**src/secmc_pkg.sv**
```systemverilog
package secmc_pkg;

  // width of the millisecond time base; differences wrap at this width
  localparam int TIME_W = 32;

  localparam int VOLT_W  = 14;
  localparam int IVAL_W  = 16;
  localparam int CFG_A_W = 3;
  localparam int CFG_D_W = 16;
  localparam int MODE_W  = 3;
  localparam int MOTOR_W = 2;
  localparam int LED_W   = 8;
  localparam int LEVEL_W = 7;

  // one-hot internal mode register
  typedef enum logic [6:0] {
    MODE_CHARGING = 7'b0000001,
    MODE_WAKEUP   = 7'b0000010,
    MODE_READY    = 7'b0000100,
    MODE_TURBO    = 7'b0001000,
    MODE_ECO      = 7'b0010000,
    MODE_SURVIVAL = 7'b0100000,
    MODE_SLEEP    = 7'b1000000
  } mode_t;

  // external mode codes
  localparam logic [MODE_W-1:0] CODE_CHARGING = 3'd0;
  localparam logic [MODE_W-1:0] CODE_WAKEUP   = 3'd1;
  localparam logic [MODE_W-1:0] CODE_READY    = 3'd2;
  localparam logic [MODE_W-1:0] CODE_TURBO    = 3'd3;
  localparam logic [MODE_W-1:0] CODE_ECO      = 3'd4;
  localparam logic [MODE_W-1:0] CODE_SURVIVAL = 3'd5;
  localparam logic [MODE_W-1:0] CODE_SLEEP    = 3'd6;
  localparam logic [MODE_W-1:0] CODE_ILLEGAL  = 3'd7;

  // motor commands
  localparam logic [MOTOR_W-1:0] MOTOR_STOP = 2'd0;
  localparam logic [MOTOR_W-1:0] MOTOR_ECO  = 2'd1;
  localparam logic [MOTOR_W-1:0] MOTOR_FULL = 2'd2;
  localparam logic [MOTOR_W-1:0] MOTOR_NONE = 2'd3;

  // configuration register indexes
  localparam logic [CFG_A_W-1:0] CFG_WAKE_THR     = 3'd0;
  localparam logic [CFG_A_W-1:0] CFG_TURBO_THR    = 3'd1;
  localparam logic [CFG_A_W-1:0] CFG_ECO_THR      = 3'd2;
  localparam logic [CFG_A_W-1:0] CFG_SURVIVAL_THR = 3'd3;
  localparam logic [CFG_A_W-1:0] CFG_TURBO_FLASH  = 3'd4;
  localparam logic [CFG_A_W-1:0] CFG_ECO_BLINK    = 3'd5;
  localparam logic [CFG_A_W-1:0] CFG_BREATH_STEP  = 3'd6;

  // configuration reset values
  localparam logic [VOLT_W-1:0] RST_WAKE_THR     = 14'd4000;
  localparam logic [VOLT_W-1:0] RST_TURBO_THR    = 14'd3000;
  localparam logic [VOLT_W-1:0] RST_ECO_THR      = 14'd2000;
  localparam logic [VOLT_W-1:0] RST_SURVIVAL_THR = 14'd1000;
  localparam logic [IVAL_W-1:0] RST_TURBO_FLASH  = 16'd200;
  localparam logic [IVAL_W-1:0] RST_ECO_BLINK    = 16'd500;
  localparam logic [IVAL_W-1:0] RST_BREATH_STEP  = 16'd50;

  // breathing ramp
  localparam logic [LEVEL_W-1:0] BREATH_TOP  = 7'd125;
  localparam logic [LEVEL_W-1:0] BREATH_LOW  = 7'd10;
  localparam logic [LEVEL_W-1:0] BREATH_STEP = 7'd20;
  localparam logic [LEVEL_W-1:0] BREATH_RISE_LIMIT = BREATH_TOP - BREATH_STEP;
  localparam logic [LEVEL_W-1:0] BREATH_FALL_LIMIT = BREATH_LOW + BREATH_STEP;

  localparam logic [LED_W-1:0] LED_FULL  = 8'd255;
  localparam logic [LED_W-1:0] LED_AMBER = 8'd165;
  localparam logic [LED_W-1:0] LED_OFF   = 8'd0;

  typedef struct packed {
    logic [VOLT_W-1:0] wake_thr;
    logic [VOLT_W-1:0] turbo_thr;
    logic [VOLT_W-1:0] eco_thr;
    logic [VOLT_W-1:0] survival_thr;
    logic [IVAL_W-1:0] turbo_flash;
    logic [IVAL_W-1:0] eco_blink;
    logic [IVAL_W-1:0] breath_step;
  } cfg_t;

  typedef struct packed {
    logic [VOLT_W-1:0] voltage_mv;
    logic              charge_done;
    logic              lever_pressed;
    logic [TIME_W-1:0] now_ms;
  } tick_t;

  typedef struct packed {
    logic [MODE_W-1:0]  energy_mode;
    logic [MOTOR_W-1:0] motor_cmd;
    logic [LED_W-1:0]   led_red;
    logic [LED_W-1:0]   led_green;
    logic [LED_W-1:0]   led_blue;
    logic               led_write;
    logic               sleep_request;
  } result_t;

  // wrapped time difference against an interval
  function automatic logic elapsed(input logic [TIME_W-1:0] now_t,
                                   input logic [TIME_W-1:0] then_t,
                                   input logic [IVAL_W-1:0] ival);
    logic [TIME_W-1:0] diff;
    diff = now_t - then_t;
    return diff >= TIME_W'(ival);
  endfunction

  function automatic logic [MODE_W-1:0] mode_code(input mode_t m);
    logic [MODE_W-1:0] c;
    unique case (m)
      MODE_CHARGING: c = CODE_CHARGING;
      MODE_WAKEUP:   c = CODE_WAKEUP;
      MODE_READY:    c = CODE_READY;
      MODE_TURBO:    c = CODE_TURBO;
      MODE_ECO:      c = CODE_ECO;
      MODE_SURVIVAL: c = CODE_SURVIVAL;
      MODE_SLEEP:    c = CODE_SLEEP;
      default:       c = CODE_ILLEGAL;
    endcase
    return c;
  endfunction

endpackage

```
**src/secmc_cfg.sv**
```systemverilog
module secmc_cfg (
  input  logic                             clk,
  input  logic                             rst,
  input  logic                             cfg_we,
  input  logic [secmc_pkg::CFG_A_W-1:0]    cfg_addr,
  input  logic [secmc_pkg::CFG_D_W-1:0]    cfg_data,
  output secmc_pkg::cfg_t                  cfg
);

  // register file, unknown indexes ignored
  always_ff @(posedge clk) begin
    if (rst) begin
      cfg.wake_thr     <= secmc_pkg::RST_WAKE_THR;
      cfg.turbo_thr    <= secmc_pkg::RST_TURBO_THR;
      cfg.eco_thr      <= secmc_pkg::RST_ECO_THR;
      cfg.survival_thr <= secmc_pkg::RST_SURVIVAL_THR;
      cfg.turbo_flash  <= secmc_pkg::RST_TURBO_FLASH;
      cfg.eco_blink    <= secmc_pkg::RST_ECO_BLINK;
      cfg.breath_step  <= secmc_pkg::RST_BREATH_STEP;
    end else if (cfg_we) begin
      unique case (cfg_addr)
        secmc_pkg::CFG_WAKE_THR:
          cfg.wake_thr <= cfg_data[secmc_pkg::VOLT_W-1:0];
        secmc_pkg::CFG_TURBO_THR:
          cfg.turbo_thr <= cfg_data[secmc_pkg::VOLT_W-1:0];
        secmc_pkg::CFG_ECO_THR:
          cfg.eco_thr <= cfg_data[secmc_pkg::VOLT_W-1:0];
        secmc_pkg::CFG_SURVIVAL_THR:
          cfg.survival_thr <= cfg_data[secmc_pkg::VOLT_W-1:0];
        secmc_pkg::CFG_TURBO_FLASH:
          cfg.turbo_flash <= cfg_data[secmc_pkg::IVAL_W-1:0];
        secmc_pkg::CFG_ECO_BLINK:
          cfg.eco_blink <= cfg_data[secmc_pkg::IVAL_W-1:0];
        secmc_pkg::CFG_BREATH_STEP:
          cfg.breath_step <= cfg_data[secmc_pkg::IVAL_W-1:0];
        default: ;
      endcase
    end
  end

endmodule

```
**src/secmc_step.sv**
```systemverilog
module secmc_step (
  input  logic                 clk,
  input  logic                 rst,
  input  logic                 en,
  input  secmc_pkg::tick_t     tick,
  input  secmc_pkg::cfg_t      cfg,
  output secmc_pkg::result_t   res
);

  secmc_pkg::mode_t                   mode, mode_next;
  logic                               turbo_entered, turbo_entered_next;
  logic                               flash_phase, flash_phase_next;
  logic [secmc_pkg::TIME_W-1:0]       flash_time, flash_time_next;
  logic                               blink_phase, blink_phase_next;
  logic [secmc_pkg::TIME_W-1:0]       blink_time, blink_time_next;
  logic [secmc_pkg::LEVEL_W-1:0]      breath_level, breath_level_next;
  logic                               breath_rising, breath_rising_next;
  logic [secmc_pkg::TIME_W-1:0]       breath_time, breath_time_next;

  logic                               flash_phase_eff;
  logic [secmc_pkg::TIME_W-1:0]       flash_time_eff;
  logic                               volt_above_wake;

  // flash timer restarts on the first turbo tick
  assign flash_phase_eff = turbo_entered ? flash_phase : 1'b0;
  assign flash_time_eff  = turbo_entered ? flash_time : tick.now_ms;
  assign volt_above_wake = tick.voltage_mv > cfg.wake_thr;

  // next state and actions, following the mode held before the tick
  always_comb begin
    mode_next          = mode;
    turbo_entered_next = turbo_entered;
    flash_phase_next   = flash_phase;
    flash_time_next    = flash_time;
    blink_phase_next   = blink_phase;
    blink_time_next    = blink_time;
    breath_level_next  = breath_level;
    breath_rising_next = breath_rising;
    breath_time_next   = breath_time;
    res.motor_cmd      = secmc_pkg::MOTOR_NONE;
    res.led_red        = secmc_pkg::LED_OFF;
    res.led_green      = secmc_pkg::LED_OFF;
    res.led_blue       = secmc_pkg::LED_OFF;
    res.led_write      = 1'b0;
    res.sleep_request  = 1'b0;

    unique case (mode)
      secmc_pkg::MODE_CHARGING: begin
        if (volt_above_wake) mode_next = secmc_pkg::MODE_WAKEUP;
        res.motor_cmd = secmc_pkg::MOTOR_STOP;
        res.led_red   = secmc_pkg::LED_FULL;
        res.led_write = 1'b1;
      end
      secmc_pkg::MODE_WAKEUP: begin
        if (tick.lever_pressed) mode_next = secmc_pkg::MODE_TURBO;
        else if (tick.charge_done) mode_next = secmc_pkg::MODE_READY;
        res.led_red   = secmc_pkg::LED_FULL;
        res.led_green = secmc_pkg::LED_AMBER;
        res.led_write = 1'b1;
      end
      secmc_pkg::MODE_READY: begin
        if (tick.lever_pressed) mode_next = secmc_pkg::MODE_TURBO;
        res.led_green = secmc_pkg::LED_FULL;
        res.led_write = 1'b1;
      end
      secmc_pkg::MODE_TURBO: begin
        if (tick.voltage_mv < cfg.turbo_thr) mode_next = secmc_pkg::MODE_ECO;
        res.motor_cmd      = secmc_pkg::MOTOR_ECO;
        turbo_entered_next = 1'b1;
        flash_phase_next   = flash_phase_eff;
        flash_time_next    = flash_time_eff;
        if (secmc_pkg::elapsed(tick.now_ms, flash_time_eff, cfg.turbo_flash)) begin
          flash_phase_next = ~flash_phase_eff;
          flash_time_next  = tick.now_ms;
        end
        if (flash_phase_next) res.led_red = secmc_pkg::LED_FULL;
        else res.led_blue = secmc_pkg::LED_FULL;
        res.led_write = 1'b1;
      end
      secmc_pkg::MODE_ECO: begin
        if (tick.voltage_mv < cfg.eco_thr) mode_next = secmc_pkg::MODE_SURVIVAL;
        res.motor_cmd      = secmc_pkg::MOTOR_FULL;
        turbo_entered_next = 1'b0;
        if (secmc_pkg::elapsed(tick.now_ms, blink_time, cfg.eco_blink)) begin
          blink_phase_next = ~blink_phase;
          blink_time_next  = tick.now_ms;
        end
        if (blink_phase_next) begin
          res.led_red   = secmc_pkg::LED_FULL;
          res.led_green = secmc_pkg::LED_FULL;
        end
        res.led_write = 1'b1;
      end
      secmc_pkg::MODE_SURVIVAL: begin
        if (tick.voltage_mv < cfg.survival_thr) mode_next = secmc_pkg::MODE_SLEEP;
        res.motor_cmd      = secmc_pkg::MOTOR_FULL;
        turbo_entered_next = 1'b0;
        // breathing ramp bounces between floor and ceiling
        if (secmc_pkg::elapsed(tick.now_ms, breath_time, cfg.breath_step)) begin
          breath_time_next = tick.now_ms;
          if (breath_rising) begin
            if (breath_level >= secmc_pkg::BREATH_RISE_LIMIT) begin
              breath_level_next  = secmc_pkg::BREATH_TOP;
              breath_rising_next = 1'b0;
            end else begin
              breath_level_next = breath_level + secmc_pkg::BREATH_STEP;
            end
          end else begin
            if (breath_level <= secmc_pkg::BREATH_FALL_LIMIT) begin
              breath_level_next  = secmc_pkg::BREATH_LOW;
              breath_rising_next = 1'b1;
            end else begin
              breath_level_next = breath_level - secmc_pkg::BREATH_STEP;
            end
          end
          res.led_red   = {1'b0, breath_level_next};
          res.led_write = 1'b1;
        end
      end
      secmc_pkg::MODE_SLEEP: begin
        if (volt_above_wake) mode_next = secmc_pkg::MODE_WAKEUP;
        res.motor_cmd     = secmc_pkg::MOTOR_STOP;
        res.led_write     = 1'b1;
        res.sleep_request = 1'b1;
      end
      default: ;
    endcase

    res.energy_mode = secmc_pkg::mode_code(mode_next);
  end

  // controller state, updated once per tick
  always_ff @(posedge clk) begin
    if (rst) begin
      mode          <= secmc_pkg::MODE_CHARGING;
      turbo_entered <= 1'b0;
      flash_phase   <= 1'b0;
      flash_time    <= '0;
      blink_phase   <= 1'b0;
      blink_time    <= '0;
      breath_level  <= '0;
      breath_rising <= 1'b1;
      breath_time   <= '0;
    end else if (en) begin
      mode          <= mode_next;
      turbo_entered <= turbo_entered_next;
      flash_phase   <= flash_phase_next;
      flash_time    <= flash_time_next;
      blink_phase   <= blink_phase_next;
      blink_time    <= blink_time_next;
      breath_level  <= breath_level_next;
      breath_rising <= breath_rising_next;
      breath_time   <= breath_time_next;
    end
  end

endmodule

```
**src/supercap_energy_mode_controller.sv**
```systemverilog
// Supercapacitor energy mode controller. Each input transaction is one control
// tick (voltage, charge-done, lever, millisecond time) and gives exactly one
// output transaction: the new energy mode, a motor command, RGB LED levels with
// a write strobe and a sleep request. A tick is captured in an input register,
// evaluated against the mode state combinationally and lands in an output
// register. A new tick is taken every cycle while the output side keeps up;
// when the output is stalled, one further tick is held in the input register.
// The user must write thresholds and intervals through the cfg port only while
// no tick is in flight (the block itself does not enforce this); they take
// effect on the next tick; indexes beyond the register list are ignored.
module supercap_energy_mode_controller (
  input  logic                               clk,
  input  logic                               rst,
  input  logic                               cfg_we,
  input  logic [secmc_pkg::CFG_A_W-1:0]      cfg_addr,
  input  logic [secmc_pkg::CFG_D_W-1:0]      cfg_data,
  input  logic                               in_valid,
  output logic                               in_stall,
  input  logic [secmc_pkg::VOLT_W-1:0]       voltage_mv,
  input  logic                               charge_done,
  input  logic                               lever_pressed,
  input  logic [secmc_pkg::TIME_W-1:0]       now_ms,
  output logic                               out_valid,
  input  logic                               out_stall,
  output logic [secmc_pkg::MODE_W-1:0]       energy_mode,
  output logic [secmc_pkg::MOTOR_W-1:0]      motor_cmd,
  output logic [secmc_pkg::LED_W-1:0]        led_red,
  output logic [secmc_pkg::LED_W-1:0]        led_green,
  output logic [secmc_pkg::LED_W-1:0]        led_blue,
  output logic                               led_write,
  output logic                               sleep_request
);

  secmc_pkg::cfg_t     cfg;
  secmc_pkg::tick_t    tick;
  secmc_pkg::result_t  res;
  logic                tick_valid;
  logic                advance;

  secmc_cfg u_cfg (
    .clk      (clk),
    .rst      (rst),
    .cfg_we   (cfg_we),
    .cfg_addr (cfg_addr),
    .cfg_data (cfg_data),
    .cfg      (cfg)
  );

  // tick moves on when the output register is free or being emptied
  assign advance  = tick_valid && (!out_valid || !out_stall);
  assign in_stall = tick_valid && !advance;

  // input register
  always_ff @(posedge clk) begin
    if (rst) begin
      tick_valid <= 1'b0;
    end else if (!in_stall) begin
      tick_valid <= in_valid;
    end
  end

  always_ff @(posedge clk) begin
    if (in_valid && !in_stall) begin
      tick.voltage_mv    <= voltage_mv;
      tick.charge_done   <= charge_done;
      tick.lever_pressed <= lever_pressed;
      tick.now_ms        <= now_ms;
    end
  end

  secmc_step u_step (
    .clk  (clk),
    .rst  (rst),
    .en   (advance),
    .tick (tick),
    .cfg  (cfg),
    .res  (res)
  );

  // output register
  always_ff @(posedge clk) begin
    if (rst) begin
      out_valid <= 1'b0;
    end else if (advance) begin
      out_valid <= 1'b1;
    end else if (!out_stall) begin
      out_valid <= 1'b0;
    end
  end

  always_ff @(posedge clk) begin
    if (advance) begin
      energy_mode   <= res.energy_mode;
      motor_cmd     <= res.motor_cmd;
      led_red       <= res.led_red;
      led_green     <= res.led_green;
      led_blue      <= res.led_blue;
      led_write     <= res.led_write;
      sleep_request <= res.sleep_request;
    end
  end

endmodule

```
**config.mk**
```make
export PLATFORM = sky130hd
export DESIGN_NAME = supercap_energy_mode_controller
export DESIGN_NICKNAME = d
export VERILOG_FILES = /design/src/secmc_pkg.sv /design/src/secmc_cfg.sv /design/src/secmc_step.sv /design/src/supercap_energy_mode_controller.sv
export SDC_FILE = /design/constraint.sdc
export NUM_CORES = 1
export LEC_CHECK = 0
export BUFFER_PORTS_ARGS = -buffer_cell sky130_fd_sc_hd__buf_2
export CAP_MARGIN = 40
export CORE_ASPECT_RATIO = 0.5
export CORE_UTILIZATION = 55
export CTS_CLUSTER_DIAMETER = 200
export DETAILED_ROUTE_END_ITERATION = 16
export PLACE_DENSITY = 0.81
export REMOVE_ABC_BUFFERS = 1
export SETUP_SLACK_MARGIN = 0.4
export SLEW_MARGIN = 10
export SYNTH_ARGS = -nofsm -noshare
export SYNTH_HDL_FRONTEND = slang
export SYNTH_SLANG_ARGS = --single-unit
```
**constraint.sdc**
```tcl
create_clock -name clk -period 7 [get_ports clk]
set_clock_uncertainty 0.1 [all_clocks]
set_input_delay 1.05 -clock clk [delete_from_list [all_inputs] [get_ports clk]]
set_output_delay 1.05 -clock clk [all_outputs]
set_load 0.05 [all_outputs]
```
==> flow_metrics.tcl, run 1 <==
set metrics [dict create \
    cpMostUsedCell "o2111ai_1" \
    htree_levels 1 \
    cts_buffer_depth 3 \
    cp.arrival_ns 6.46 \
    cp.required_ns 7.36 \
    antenna_found_initial 1 \
    max_cap_violations 0 \
    hold_buffers 0 \
    slew_headroom 0.394 \
    gp_congestion 0.991 \
    yosysWarningCount 0 \
    grt_pass1_wl_um 88400 \
    clock.fmax_ghz 0.164 \
    max_stage_delay_ns 0.55 \
    setup_viol_count_final 0 \
    slew_viol_final 0 \
    peakVddDrop_uv 135 \
    syn_area_um2 19200 \
    die_y_um 134 \
    met1Wirelength_um 25500 \
    worstMarginPinSlew_ns 0.906 \
    slowest_stage "edfxtp_1" \
    async_reset_ff_frac 0 \
    cts_root_buffer "clkbuf_16" \
    synth.most_common_cell "nand2_1" \
    first_pass_iters 6 \
    synth_common_cells "nand2_1, a21oi_1, dfxtp_1" \
    criticalPathCategory "flip-flop to flip-flop" \
    yosysSeqAreaShare 0.332 \
    instances_no_fill 2866 \
    core_um2 33700 \
    end_kind "flip-flop" \
    grt_pass1_vias 16200 \
    drive_gt1_frac 0.0833 \
    dp_hpwl_um 41900 \
    clock_latency_ns 0.60 \
    drtAntennaViolNets 0 \
    clock-sinks 286 \
    top_layer_used "met4" \
    vias 17400 \
    syn_inst 2343 \
    dieWidth_um 266 \
    std_cell_rows 47 \
    synth_edf_count 66 \
    route.met3.wl_um 4840 \
    io_buffers 104 \
    critPathMaxFanout 27 \
    cp-start-kind "flip-flop" \
    drcViolationCount 0 \
    clkTransAtPathRegs_ns 0.07 \
    layout.nets 2652 \
    drt_wl_total_um 55600 \
    post_cts_buffers 0 \
    drt-initial-drc-count 1596 \
    min_path_type "flip-flop to flip-flop" \
    min_period_ns 6.10 \
    setup_tns_ns 0 \
    path_cells "ha_1 -> nor2b_1 -> o2111ai_1 -> a211oi_1 -> o21ai_1 -> nand2_1 -> xor2_1 -> ha_1 -> nand4_1 -> nor2_1 -> a311oi_1 -> o2111ai_1 -> a2111oi_0 -> o2111ai_1 -> nor4_1 -> clkdlybuf4s15_2 -> or3_2 -> buf_12 -> mux2i_1 -> nor2_1" \
    cpLargestDelayFamily "compound AO/OA/AOI/OAI gates" \
    dp.cells 2813 \
    p_leak_uw 0.00873 \
    area_delta_synth_final_pct 9.24 \
    critPathBufInv 2 \
    period_share 0.871 \
    dieArea_um2 35700 \
    rsz0062_at_grt "no" \
    grt_usage 0.311 \
    finalHoldViolCount 0 \
    vias_per_cell 6.08 \
    routed-wl-met2_um 23600 \
    avgSynthCellArea_um2 8.20 \
    ys_ff_latch 286 \
    netlist.area_leader.share 0.229 \
    cts-buffers-inserted 28 \
    p_per_area_nw_per_um2 203 \
    status "finished clean" \
    cts_tree "built" \
    overflow 0 \
    io_pins 105 \
    synth_area_leaders "dfxtp_1, ha_1, edfxtp_1" \
    yosysTopAreaCell "dfxtp_1" \
    initial_core_util 0.570 \
    ys_types 85 \
    detail_route.wl_per_cell_um 19.4 \
    ys.flop_type "dfxtp_1" \
    cts_resized 0 \
    grt_max_degree 79 \
]
-- metal layers --
| layer | GRT usage | vias to the layer above |
|---|---|---|
| met4 | 0.0830 | 0 |
| met5 | 0 | - |
| met3 | 0.0514 | 117 |
| li1 | - | 8376 |
| met1 | 0.453 | 8243 |
| met2 | 0.474 | 694 |
-- state kept, by name (all words and copies together) (netlist names), 2 cells and up --
register and cells:
u_step.flash_time 32, u_cfg.cfg 104, led_red 8, led_green 2
u_step.mode 7, tick 48, energy_mode 3, motor_cmd 2
u_step.breath_time 32, u_step.blink_time 32, u_step.breath_level 7
-- worst register-to-register path, delay by kind of cell, from the launching register on --
family,cells,cell delay (ns)
compound gates,7,2.40
xor+xnor,1,0.20
mux,1,0.25
flops,1,0.55
simple gates,7,1.26
fa+ha+maj,2,0.62
buf+inv,2,0.58
-- layout by cell type, fill, tap and decap left out, drive strengths merged, types with 11 or more instances in the layout --
cell | Yosys | final
clkbuf | 86 | 32
and3 | 11 | 11
a21oi | 231 | 231
ha | 199 | 199
xor2 | 34 | 34
mux2i | 102 | 102
a31oi | 14 | 14
a21o | 61 | 61
o21ai | 112 | 112
nand3 | 78 | 78
o21a | 17 | 17
buf | 32 | 122
a211oi | 21 | 21
dfxtp | 220 | 220
xnor2 | 42 | 42
nand4 | 38 | 38
clkinv | 1 | 12
or3 | 16 | 16
o211ai | 49 | 49
inv | 194 | 195
nor2b | 20 | 20
nor2 | 129 | 129
o21bai | 14 | 14
edfxtp | 66 | 66
nand2b | 19 | 19
nand2 | 363 | 363
nor3 | 30 | 30
-- metrics by stage --
stage               utilization  worst slack, ns  area [µm²]  hold slack [ns]  total power (µW)
floorplan                     -            0.531       18700            0.330              2410
global placement          0.591            0.573       19900            0.341              2650
detailed placement        0.594             1.06       20000            0.347              2670
CTS                       0.623             1.03       21000            0.355              4260
global route              0.623            0.448       21000            0.374              4440
finish                    0.623            0.901       21000            0.352              4260
-- path summary, 6_finish.rpt --
| path | startpoint | to | slack [ns] | depth (start not counted) |
|---|---|---|---|---|
| setup / recovery | tick[1] | u_step.blink_time[23] | 0.90 | 20 |
| hold / removal | u_cfg.cfg[50] | u_cfg.cfg[50] | 0.35 | 2 |
| setup reg to reg | tick[1] | u_step.blink_time[23] | 0.90 | 20 |
| hold reg to reg | u_cfg.cfg[50] | u_cfg.cfg[50] | 0.35 | 2 |
-- area by class of cell --
type / count / area (µm²)
clock inverter: 20 / 203
antenna: 1 / 2.50
tap: 465 / 582
inverter: 195 / 734
timing repair buffer: 123 / 733
fill: 2947 / 12700
clock buffer: 32 / 768
sequential: 286 / 6390
multi-input combinational: 1744 / 11600
-- where the power goes --
part	switching, µW	leakage [µW]	internal (µW)
registers	54.1	0.00242	1740
logic	544	0.00585	319
clock network	730	0.000458	874
-- cell families (layout without fill, tap and decap cells) --
| logic type | Yosys count | count (layout) | synth area share |
|---|---|---|---|
| AND/OR/NAND/NOR | 749 | 749 | 0.176 |
| AO/OA/AOI/OAI | 614 | 614 | 0.204 |
| buffers and inverters | 313 | 370 | 0.0663 |
| flip-flops | 286 | 286 | 0.332 |
| adder cells (fa/ha/maj) | 202 | 202 | 0.133 |
| multiplexers | 103 | 103 | 0.0537 |
| XOR/XNOR | 76 | 76 | 0.0346 |
| other | 0 | 1 | 0 |
Power figures use the tool's default switching activity.
==> run 2: changes to the inputs <==
Settings changed: ABC_AREA set to 1, CORE_MARGIN set to 2.
==> run 2 against run 1 <==
Effect of this change:
- worst hold slack better by 0.0050 ns
- largest power group unchanged
- fmax increased by 9.6%
- synthesized cell count up 41%
- sequential cell count is the same
- die area up 13%
- first-iteration DRC count rose by 39%
- register-to-register slack improved by 0.54 ns
- non-clock buffer count is the same
- core utilization fell by 1.2 points
==> flow_metrics.tcl, run 2 <==
set metrics [dict create \
    clock.fmax_ghz 0.180 \
    critPathMaxFanout 62 \
    slew_viol_final 0 \
    max_cap_violations 0 \
    drcViolationCount 0 \
    synth_fa_ha_area_frac 0.120 \
    r2r-end "led_red[3]" \
    yosysWarningCount 0 \
    cp-start-kind "flip-flop" \
    min_path_type "flip-flop to flip-flop" \
    layout.nets 3640 \
    ff2ff_path_depth 24 \
    final.fill_count 3525 \
    grt_pass1_vias 19100 \
    vias 20900 \
    min_to "u_step.blink_time[9]" \
    period_share 0.795 \
    area_delta_synth_final_pct 8.73 \
    vias_per_cell 5.36 \
    cts-buffers-inserted 28 \
    largest_reg_flops 104 \
    slowest_stage "inv_2" \
    drtAntennaViolNets 0 \
    dieWidth_um 282 \
    reg_top3 "u_cfg.cfg: 104 flops, tick: 48 flops" \
    placed_area_um2 22100 \
    clkTransAtPathRegs_ns 0.07 \
    post_cts_buffers 0 \
    regArea_um2 6390 \
    antenna_found_initial 5 \
    design_area_um2 23100 \
    synth_xor_area_frac 0.0219 \
    clock_latency_ns 0.62 \
    r2r_start "u_step.turbo_entered" \
    ys.flop_type "dfxtp_1" \
    route.met3.wl_um 5500 \
    ys_ff_latch 286 \
    synth_top_family_by_area "simple AND/OR/NAND/NOR gates" \
    async_reset_ff_frac 0 \
    cpLargestDelayFamily "simple AND/OR/NAND/NOR gates" \
    grt_max_degree 82 \
    gp_congestion 1.02 \
    max_stage_delay_ns 0.67 \
    die_y_um 143 \
    r2r_slack_ns 1.44 \
    finalHoldViolCount 0 \
    dieArea_um2 40300 \
    setup_tns_ns 0 \
    hold_buffers 0 \
    met1Wirelength_um 28300 \
    std_cell_rows 50 \
    cts_tree "built" \
    synth_area_leaders "dfxtp_1, nand2_1, ha_1" \
    drive_gt1_frac 0.0602 \
    holdPathStages 2 \
    grt_pass1_wl_um 99300 \
    min_from "u_step.blink_time[9]" \
    slew_headroom 0.382 \
    cp.arrival_ns 5.94 \
    layout_common_cells "nand2_1, inv_1, nor2_1" \
    setup_viol_count_final 0 \
    initial_core_util 0.562 \
    cts_root_buffer "clkbuf_16" \
    muxShareOfSynthArea 0 \
    syn_inst 3301 \
    avgSynthCellArea_um2 6.43 \
    yosysTopAreaCell "dfxtp_1" \
    htree_levels 1 \
    cpMostUsedCell "nand2_1" \
    synth_compound_area_frac 0.124 \
    synth_common_cells "nand2_1, inv_1, nor2_1" \
    synth.most_common_cell "nand2_1" \
    drt-initial-drc-count 2222 \
    grt_usage 0.312 \
    regMostFlops "u_cfg.cfg" \
    end_kind "flip-flop" \
    antenna_cells 0 \
    layout_commonest_cell "nand2_1" \
    cp.required_ns 7.38 \
    p_leak_uw 0.0119 \
    rsz0062_at_grt "no" \
    routed-wl-met2_um 27300 \
    status "finished clean" \
    multi_input_area_um2 12100 \
    drt_wl_total_um 62800 \
    path_cells "inv_2 -> o21ai_0 -> ha_1 -> nand2_1 -> nor2_1 -> nand2_1 -> inv_1 -> nand2_1 -> nand2_1 -> xor2_1 -> ha_1 -> a21oi_1 -> nor2_1 -> a211oi_1 -> nand3_1 -> nor2_1 -> nand2_1 -> nor2_1 -> nand3_1 -> nor2_4 -> nand2_1 -> nand2_1 -> nand2_2 -> nand3_1" \
    synth_edf_count 66 \
    core_um2 37700 \
    overflow 0 \
    netlist.area_leader.share 0.208 \
    criticalPathCategory "flip-flop to flip-flop" \
    detail_route.wl_per_cell_um 16.1 \
    ys_types 51 \
    syn_area_um2 21200 \
    critPathBufInv 2 \
    final_core_util 0.611 \
    top_layer_used "met4" \
    yosysSeqAreaShare 0.301 \
    p_per_area_nw_per_um2 188 \
    worstMarginPinSlew_ns 0.917 \
    first_pass_iters 6 \
    cts_buffer_depth 3 \
    cts_resized 0 \
    min_period_ns 5.56 \
    clock-sinks 286 \
    io_buffers 104 \
    dp_hpwl_um 48900 \
    io_pins 105 \
    peakVddDrop_uv 231 \
    synth-simple-area-share 0.305 \
]
run 2: cell types whose count changed after synthesis, moves of 20 or more:
cell and change:
mux2i_1 -102, nand2_1 +652, a21o_1 -57, nor2b_1 -20
clkbuf_1 -33, nor2_1 +172, xnor2_1 -37, o21ai_0 +50
inv_1 +405, nand3_1 +78
run 2: layout make-up:
| type | instances | share of cell area |
|---|---|---|
| Multi-Input combinational cell | 2325 | 0.526 |
| Clock buffer | 31 | 0.0317 |
| Inverter | 602 | 0.0981 |
| Clock inverter | 21 | 0.00884 |
| Timing Repair Buffer | 123 | 0.0307 |
| Sequential cell | 286 | 0.277 |
| Tap cell | 520 | 0.0282 |
run 2: how the worst max path moves through the flow:
stage                                     to  depth (start not counted)                 start
after floorplan           u_step.flash_phase                          8             out_stall
after global placement            led_red[1]                         24  u_step.turbo_entered
after detailed placement          led_red[2]                         24  u_step.turbo_entered
after CTS                         led_red[2]                         24  u_step.turbo_entered
after global routing              led_red[3]                         24  u_step.turbo_entered
final                             led_red[3]                         24  u_step.turbo_entered
run 2: stage by stage:
stage,cells,setup WS [ns],hold WS (ns),total power [µW]
CTS,3908,1.47,0.360,4340
floorplan,3213,2.21,0.335,2510
finish,3908,1.44,0.357,4340
global route,3908,0.908,0.374,4560
detailed placement,3856,1.56,0.350,2790
global placement,3851,1.71,0.343,2770
run 2: worst reg2reg max path, cell delays in order, from the launching register on:
cell      delay, ns
dfxtp_1        0.38
inv_2          0.67
o21ai_0        0.40
ha_1           0.49
nand2_1        0.14
nor2_1         0.27
nand2_1        0.12
inv_1          0.06
nand2_1        0.05
nand2_1        0.11
xor2_1         0.17
ha_1           0.26
a21oi_1        0.15
nor2_1         0.05
a211oi_1       0.38
nand3_1        0.17
nor2_1         0.14
nand2_1        0.06
nor2_1         0.08
nand3_1        0.12
nor2_4         0.47
nand2_1        0.12
nand2_1        0.22
nand2_2        0.16
nand3_1        0.13
run 2: cell families after synthesis:
| logic type | count (synthesis) |
|---|---|
| fa+ha+maj | 202 |
| xor+xnor | 53 |
| simple gates | 1584 |
| compound gates | 486 |
| buf+inv | 690 |
| flops | 286 |
run 2: routing by layer:
layer  up-vias  global-route usage
met3       123              0.0494
li1      10600                   -
met2       752               0.499
met1      9509               0.436
met4         0              0.0857
met5         -                   0
run 2: power by group:
| part | internal (µW) | leakage (µW) | switching (µW) |
|---|---|---|---|
| clock | 840 | 0.000455 | 716 |
| sequential | 1750 | 0.00242 | 59.9 |
| combinational | 324 | 0.00903 | 654 |
| total | 2910 | 0.0119 | 1430 |
==> run 3: changes to the inputs <==
Clock period 7 ns to 5.6 ns, I/O delays scaled along.
==> run 3 against run 2 <==
Effect of this change:
- clock-buffer cell count grew 5
- wire length shrank 0.37%
- critical path depth shrank 2
- total power grew 26%
- combinational power grew 26%
- die area is the same
- fmax grew 14%
- via count shrank 0.54%
- sequential share of layout area is essentially flat
- critical endpoint is now led_red[2]
- largest cell class unchanged
==> flow_metrics.tcl, run 3 (same netlist as run 2, synthesis figures left out) <==
set metrics [dict create \
    timing.hold.ws_ns 0.312 \
    pwr-share-comb 0.224 \
    grt_max_degree 91 \
    vias_per_cell 5.33 \
    grt_pass1_vias 19000 \
    drtAntennaViolNets 0 \
    worstMarginPinSlew_ns 0.671 \
    p_leak_uw 0.0119 \
    layout.nets 3643 \
    dp_hpwl_um 48700 \
    p_clk_frac 0.364 \
    cp.arrival_ns 5.09 \
    setup_viol_count_final 0 \
    path_cells "ha_1 -> nand2_1 -> nor2_1 -> nand3_1 -> nand2_1 -> xor2_1 -> ha_1 -> a21oi_1 -> o21a_1 -> nand2_1 -> nand2_1 -> nand2_1 -> nand2_1 -> nand3_1 -> nor2_1 -> nand3_1 -> nor2_2 -> nand3_1 -> nand2_1 -> nor2_1 -> nor2_1 -> nand3_1" \
    max_cap_violations 0 \
    overflow 0 \
    min_period_ns 4.87 \
    vias 20800 \
    clock-sinks 286 \
    area_delta_synth_final_pct 8.88 \
    min_path_type "input pin to flip-flop" \
    peakVddDrop_uv 227 \
    std_cell_rows 50 \
    drt_wl_total_um 62600 \
    switching_share 0.330 \
    power.switching_uw 1810 \
    first_pass_iters 6 \
    antenna_found_initial 1 \
    largest_reg_flops 104 \
    max_stage_delay_ns 0.58 \
    reg_top3 "u_cfg.cfg: 104 flops, tick: 48 flops" \
    p_per_area_nw_per_um2 237 \
    finalHoldViolCount 0 \
    gp_congestion 1.01 \
    clock_latency_ns 0.60 \
    grt_pass1_wl_um 98900 \
    slew_headroom 0.552 \
    p_int_uw 3680 \
    rsz0062_at_grt "no" \
    cpLargestDelayFamily "simple AND/OR/NAND/NOR gates" \
    slew_viol_final 0 \
    detail_route.wl_per_cell_um 16.0 \
    criticalPathCategory "flip-flop to flip-flop" \
    hold_buffers 0 \
    antenna_cells 0 \
    layout_common_cells "nand2_1, inv_1, nor2_1" \
    cp.required_ns 5.82 \
    io_buffers 104 \
    regMostFlops "u_cfg.cfg" \
    slowest_stage "edfxtp_1" \
    cts_root_buffer "clkbuf_16" \
    die_y_um 143 \
    critPathMaxFanout 8 \
    clock.fmax_ghz 0.205 \
    cpMostUsedCell "nand2_1" \
    critPathBufInv 0 \
    setup_tns_ns 0 \
    initial_core_util 0.562 \
    cts_buffer_depth 3 \
    dieWidth_um 282 \
    seq_power_share 0.411 \
    cp-start-kind "flip-flop" \
    period_share 0.870 \
    post_cts_buffers 0 \
    layout_commonest_cell "nand2_1" \
    end_kind "flip-flop" \
    drcViolationCount 0 \
    drive_gt1_frac 0.0613 \
    clkTransAtPathRegs_ns 0.07 \
    io_pins 105 \
    status "finished clean" \
    htree_levels 1 \
    grt_usage 0.310 \
    drt-initial-drc-count 1786 \
    finalPower_uw 5480 \
    core_um2 37700 \
    cts-buffers-inserted 28 \
    cts_tree "built" \
    dieArea_um2 40300 \
    cts_resized 0 \
]
run 3: changes by cell type in the layout (fill, tap and decap cells not counted):
cell	change
buf_4	+3
clkbuf_1	+4
clkbuf_16	+1
clkinv_1	-5
clkinv_2	+1
clkinv_4	-3
inv_4	+2
inv_6	+1
inv_8	-1
run 3: final cells by class:
| class | count | area, µm² |
|---|---|---|
| inverter | 602 | 2260 |
| tap | 520 | 651 |
| clock buffer | 36 | 772 |
| sequential | 286 | 6390 |
| fill | 3545 | 14600 |
| multi-input combinational | 2325 | 12100 |
| clock inverter | 16 | 174 |
| timing repair buffer | 126 | 731 |
run 3: worst register-to-register path: stages (launching register included):
cell and delay (ns):
edfxtp_1 0.58, ha_1 0.49, nand2_1 0.13, nor2_1 0.22, nand3_1 0.15, nand2_1 0.17, xor2_1 0.29, ha_1 0.31
a21oi_1 0.18, o21a_1 0.15, nand2_1 0.08, nand2_1 0.08, nand2_1 0.06, nand2_1 0.07, nand3_1 0.07, nor2_1 0.12
nand3_1 0.11, nor2_2 0.29, nand3_1 0.23, nand2_1 0.10, nor2_1 0.06, nor2_1 0.40, nand3_1 0.14
run 3: power groups by stage:
stage / Clock (µW) / Combinational [µW] / Sequential (µW)
finish: 2000 / 1230 / 2260
global route: 2100 / 1380 / 2260
CTS: 2010 / 1210 / 2250
detailed placement: 0 / 1200 / 2300
global placement: 0 / 1170 / 2300
floorplan: 0 / 823 / 2310
run 3: stage by stage:
step,util,setup WS (ns),cell area [µm²],cells
2_1_floorplan,-,1.02,20800,3213
3_5_place_dp,0.587,0.834,22200,3859
5_1_grt,0.612,0.430,23100,3911
4_1_cts,0.612,0.833,23100,3911
3_3_place_gp,0.586,0.849,22100,3855
6_report,0.612,0.729,23100,3911
run 3: final timing paths:
kind / from / endpoint / slack [ns] / cells after the start
max: tick[3] / led_red[2] / 0.73 / 22
max reg2reg: tick[3] / led_red[2] / 0.73 / 22
min: voltage_mv[6] / tick[40] / 0.31 / 1
min reg2reg: u_step.blink_time[20] / u_step.blink_time[20] / 0.36 / 2
run 3: per-layer routing:
metal | part of all wire | vias to the layer above | track usage
li1 | - | 10600 | -
met1 | 0.46 | 9402 | 0.431
met2 | 0.43 | 755 | 0.492
met3 | 0.090 | 101 | 0.0605
met4 | 0.025 | 0 | 0.0798
met5 | 0 | - | 0
